==> src/cgk_pkg.sv <==
// package: widths, types and codes for the carousel greedy knapsack block
package cgk_pkg;
   localparam int MAX_ITEMS = 1024;
   localparam int IDX_W = $clog2(MAX_ITEMS);
   localparam int CNT_W = IDX_W + 1;
   localparam int VAL_W = 32;
   localparam int WGT_W = 32;
   localparam int CAP_W = 48;
   localparam int PROF_W = 42;
   localparam int RF_W = 4;
   localparam int FR_W = 11;
   localparam int CSR_IDX_W = 2;

   localparam logic [CSR_IDX_W-1:0] CSR_CAPACITY = 2'd0;
   localparam logic [CSR_IDX_W-1:0] CSR_ROUNDS = 2'd1;
   localparam logic [CSR_IDX_W-1:0] CSR_FRACTION = 2'd2;

   typedef logic [IDX_W-1:0] idx_type;
   typedef logic [CNT_W-1:0] cnt_type;

   typedef struct packed {
      logic [VAL_W-1:0] item_value;
      logic [WGT_W-1:0] item_weight;
      logic             last_item;
   } req_type;

   typedef struct packed {
      logic [PROF_W-1:0] total_profit;
      logic [CAP_W-1:0]  total_weight;
      logic [CNT_W-1:0]  items_chosen;
      logic              overflow;
   } rsp_type;

   typedef struct packed {
      logic [CSR_IDX_W-1:0] index;
      logic [CAP_W-1:0]     data;
   } csr_type;

   // solver configuration handed from the register file
   typedef struct packed {
      logic [CAP_W-1:0] capacity;
      logic [RF_W-1:0]  rounds_factor;
      logic [FR_W-1:0]  remove_fraction;
   } cfg_type;
endpackage

==> src/cgk_if.sv <==


interface cgk_csr_if import cgk_pkg::*; ();
   logic    valid;
   logic    ready;
   csr_type data;
   modport source (output valid, output data, input ready);
   modport sink (input valid, input data, output ready);
endinterface

==> src/cgk_regs.sv <==
// configuration registers
module cgk_regs import cgk_pkg::*; (
   input  logic      clock,
   input  logic      reset,
   cgk_csr_if.sink   csr,
   output cfg_type   cfg
);
   cfg_type cfg_ff, cfg_in;

   assign csr.ready = 1'b1;

   // register write decode
   always_comb begin
      cfg_in = cfg_ff;
      if (csr.valid) begin
         unique case (csr.data.index)
            CSR_CAPACITY: cfg_in.capacity = csr.data.data;
            CSR_ROUNDS:   cfg_in.rounds_factor = csr.data.data[RF_W-1:0];
            CSR_FRACTION: cfg_in.remove_fraction = csr.data.data[FR_W-1:0];
            default:      cfg_in = cfg_ff;
         endcase
      end
   end

   always_ff @(posedge clock) begin
      if (reset) begin
         cfg_ff <= '{capacity: '0, rounds_factor: RF_W'(1), remove_fraction: FR_W'(205)};
      end else begin
         cfg_ff <= cfg_in;
      end
   end

   assign cfg = cfg_ff;
endmodule

==> src/flat_wrapper.sv <==
// flat-port wrapper written by rule: the top's interface ports become plain ports
module cgk_regs_flat import cgk_pkg::*;
  (clock, reset, cfg, csr_valid, csr_data, csr_ready);
  cgk_csr_if csr_i ();
  input  logic clock;
  input  logic reset;
  output cfg_type cfg;
  input wire logic [$bits(csr_i.valid)-1:0] csr_valid;
  input wire logic [$bits(csr_i.data)-1:0] csr_data;
  output wire logic [$bits(csr_i.ready)-1:0] csr_ready;
  assign csr_i.valid = csr_valid;
  assign csr_i.data = csr_data;
  assign csr_ready = csr_i.ready;
  cgk_regs u_core (.clock(clock), .reset(reset), .csr(csr_i), .cfg(cfg));
endmodule
==> config.mk <==
export PLATFORM = sky130hd
export DESIGN_NAME = cgk_regs_flat
export DESIGN_NICKNAME = d
export VERILOG_FILES = /design/src/cgk_pkg.sv /design/src/cgk_if.sv /design/src/cgk_regs.sv /design/src/flat_wrapper.sv
export SDC_FILE = /design/constraint.sdc
export NUM_CORES = 1
export LEC_CHECK = 0
export BUFFER_PORTS_ARGS = -buffer_cell sky130_fd_sc_hd__buf_2
export CORE_ASPECT_RATIO = 0.6
export CORE_MARGIN = 1.5
export CORE_UTILIZATION = 51
export DETAILED_ROUTE_END_ITERATION = 8
export PLACE_DENSITY = 0.83
export SLEW_MARGIN = 20
export SYNTH_ARGS = -nofsm -noshare
export SYNTH_HDL_FRONTEND = slang
export SYNTH_SLANG_ARGS = --single-unit
export TNS_END_PERCENT = 100
==> constraint.sdc <==
create_clock -name clock -period 3 [get_ports clock]
set_input_delay 0.6 -clock clock [delete_from_list [all_inputs] [get_ports clock]]
set_output_delay 0.6 -clock clock [all_outputs]
set_load 0.03 [all_outputs]
; After elaboration in Yosys (flattened, before gate mapping)
; Index checks and enable logic that the tools add are counted.
[op_classes]
eq_ne = 2
n_reduce_logical = 4
[ops]
columns = cell, n
row1 = $reduce_and A2 Y1, 3
row2 = $eq A2 B1 Y1 const B, 1
row3 = $eq A2 B2 Y1 const B, 1
row4 = $logic_not A2 Y1, 1
[word_totals]
register_bits = 63
input_bits = 53
output_inout_bits = 64
word_cells = 9

; Logic depth before layout (Yosys ltp)
[logic_depth]
word_depth = 2
depth_mapped = 5
mapped_depth_nobuf = 2

; Worst setup path before layout
; No wires, ideal clock.
[synth_timing]
path_type = input to register
from = input port csr_data[48]
to = register u_core.cfg_ff (netlist bit u_core.cfg[36])
setup_time_ns = 0.072
arrival_time_ns = 1.387
required_ns = 2.928
setup_slack_ns = 1.541
stages = 4
n_path_buf = 2
cell_sequence = nor3b_2 -> buf_4 -> buf_4 -> mux2i_1
[synth_between]
elab_chain_cells = 2
[synth_rtl]
columns = item, line
row1 = start: declaration, flat_wrapper.sv:9  ; input wire logic [$bits(csr_i.data)-1:0] csr_data;
row2 = $logic_not A2 Y1, cgk_regs.sv:16  ; unique case (csr.data.index)
row3 = $reduce_and A2 Y1 (no source line), -
row4 = end signal: assignment, cgk_regs.sv:27  ; cfg_ff <= '{capacity: '0, rounds_factor: RF_W'(1), remove_fraction: FR_W'(205)};
row5 = end signal: assignment, cgk_regs.sv:29  ; cfg_ff <= cfg_in;
row6 = end: declaration, cgk_regs.sv:8  ; cfg_type cfg_ff, cfg_in;
; Every way passes these cells.
; A chain may end at the register's enable or synchronous reset.

; Worst setup path in the final report
[layout_timing]
from = register u_core.cfg_ff (netlist bit u_core.cfg[55])
to = output port cfg[55] in the netlist's numbering
[layout_lines]
columns = item, line
row1 = end: declaration, flat_wrapper.sv:7  ; output cfg_type cfg;
; No word-level cell between the ends.

==> run summary <==
area of the core: 5100 um2
Fill cells: 424
FP Rows: 20
Worst-Skew Late Latency: 0.32 ns
Leak: 1.62 nW
Layout area overhead: 29.6%
Period minus WS final: 1.48 ns
actual slew at the worst max-slew pin: 0.515 ns
Final Core Density: 69.2%
Post-DRT Antenna Nets: 0
largest net degree at the start of global routing: 80
Worst setup SP type: register
via count: 2092
CP cell instances: buf_2
cts repair resizes: 0
# Max-Cap Violations: 0
drt first pass iters: 4
total grt overflow: 0
status: finished clean
placed inst area: 3330 um2
pre-CTS WS: 1.30 ns
synthesized area: 2730 um2
Arrival @ worst endpoint: 0.88 ns
Hold Vio Cnt, Final: 0
most frequent cells in the layout: buf_2 (115), nand2b_1 (105), mux2i_1 (63), dfxtp_1 (63)
vias in the first global route: 1930
fmax: 678 MHz
Hold/Removal Path Class: reg -> reg
I/O Buffers: 115
dpl cells: 430
die width: 97.4 um
CP delay by family, top: flip-flops
Design Power: 1.84 mW
worst-path maximum fanout: 2
Clock Tree Buf Depth: 2
via/cell ratio: 4.70
max-slew violations: 0
WP buf/inv: 1
Synth Register Bits: 63
CTS Root Buffer Type: clkbuf_8
max reg flops: 63
worst clock skew: 0 ns
Post-Synthesis Cells: 267
Total Wirelength: 5440 um
drt wl/cell: 12.2 um
post-route setup slack: 1.52 ns
Period Utilization, post-route: 49.2%
Synth warnings: 0
fraction of layout cells with a size suffix above 1: 34.8%
I/O pin total: 117
CTS tree: yes
Die H: 59.6 um
TritonCTS Buffers: 9
DR DRC count: 0
CP Data Required Time: 2.40 ns
RSZ-0062 raised after global routing: false
Worst path slowest cell: dfxtp_1
CTS Hold Bufs: 0
Setup TNS: 0 ns
CP peak stage delay: 0.35 ns
Peak VDD IR: 0.000272 V
initial core utilization: 53.4%
Slew HR: 65.7%
H-tree Lvls: 3
Setup Buffers After CTS: 0
CTS clk-pin slew, worst paths: 0.07 ns
Final Non-Filler Cells: 445
critical path endpoint category: output port
# setup viols final: 0
first-pass GRT wire length: 8620 um
Setup CP Type: reg -> out
commonest non-fill, non-tap cell in the layout: buf_2
cell area after layout: 3530 um2
Post-Syn Area per Cell: 10.2 um2
Layout Nets: 428
Antenna Cells: 0
antenna violations before repair: 0
Syn Nets: 320
worst hold slack: 0.470 ns
Power Density: 522 nW/um2
Placer Congestion: 0.753
clock sink count: 63
sequential-to-total area share from yosys stat: 46.3%
library cells used by synthesis: 11
die area: 5810 um2
GR Util All Layers: 18.9%
Post-DP HPWL: 3860 um
Iter 0 DRT Violations: 55
-- path summary, 6_finish.rpt --
check	start	depth (start not counted)	slack, ns	to
worst min-delay path	u_core.cfg[34]	2	0.47	u_core.cfg[34]
worst max register to register	u_core.cfg[2]	2	2.37	u_core.cfg[2]
worst min register to register	u_core.cfg[34]	2	0.47	u_core.cfg[34]
worst max-delay path	u_core.cfg[55]	1	1.52	cfg[55]
-- cell type report --
cell class / count / area [um2] / share of cell area [%]
Multi-Input combinational cell: 184 / 1380 / 38.9
Tap cell: 66 / 82.6 / 2.34
Clock inverter: 3 / 42.5 / 1.20
Sequential cell: 63 / 1260 / 35.7
Clock buffer: 12 / 155 / 4.39
Timing Repair Buffer: 117 / 616 / 17.4
-- cell usage after synthesis (all sizes together) --
| master | n | area (um2) |
|---|---|---|
| and3b | 1 | 8.76 |
| clkbuf | 12 | 45.0 |
| nor2 | 11 | 41.3 |
| mux2i | 63 | 631 |
| nor3b | 1 | 12.5 |
| nand3b | 2 | 15.0 |
| conb | 1 | 3.75 |
| buf | 8 | 50.1 |
| nand2b | 105 | 657 |
| dfxtp | 63 | 1260 |
-- logic make-up after synthesis --
| family | share of synthesized area, % |
|---|---|
| buffers and inverters | 3.49 |
| muxes | 23.1 |
| DFF | 46.3 |
| other | 0.138 |
| and+or+nand+nor | 27.0 |
-- metal layers --
layer,track usage [%],routed length (um),vias to the layer above
li1,-,-,1073
met1,22.3,2610,945
met2,32.7,2400,68
met3,6.49,382,6
met4,6.73,44,0
met5,0,0,-
-- power by group --
part           total, mW  switching, mW  internal (mW)
Clock              0.723          0.300          0.423
Combinational      0.240          0.137          0.103
Sequential         0.881         0.0150          0.866
Total               1.84          0.452           1.39
Note: power is estimated with default switching activity, not from simulation.
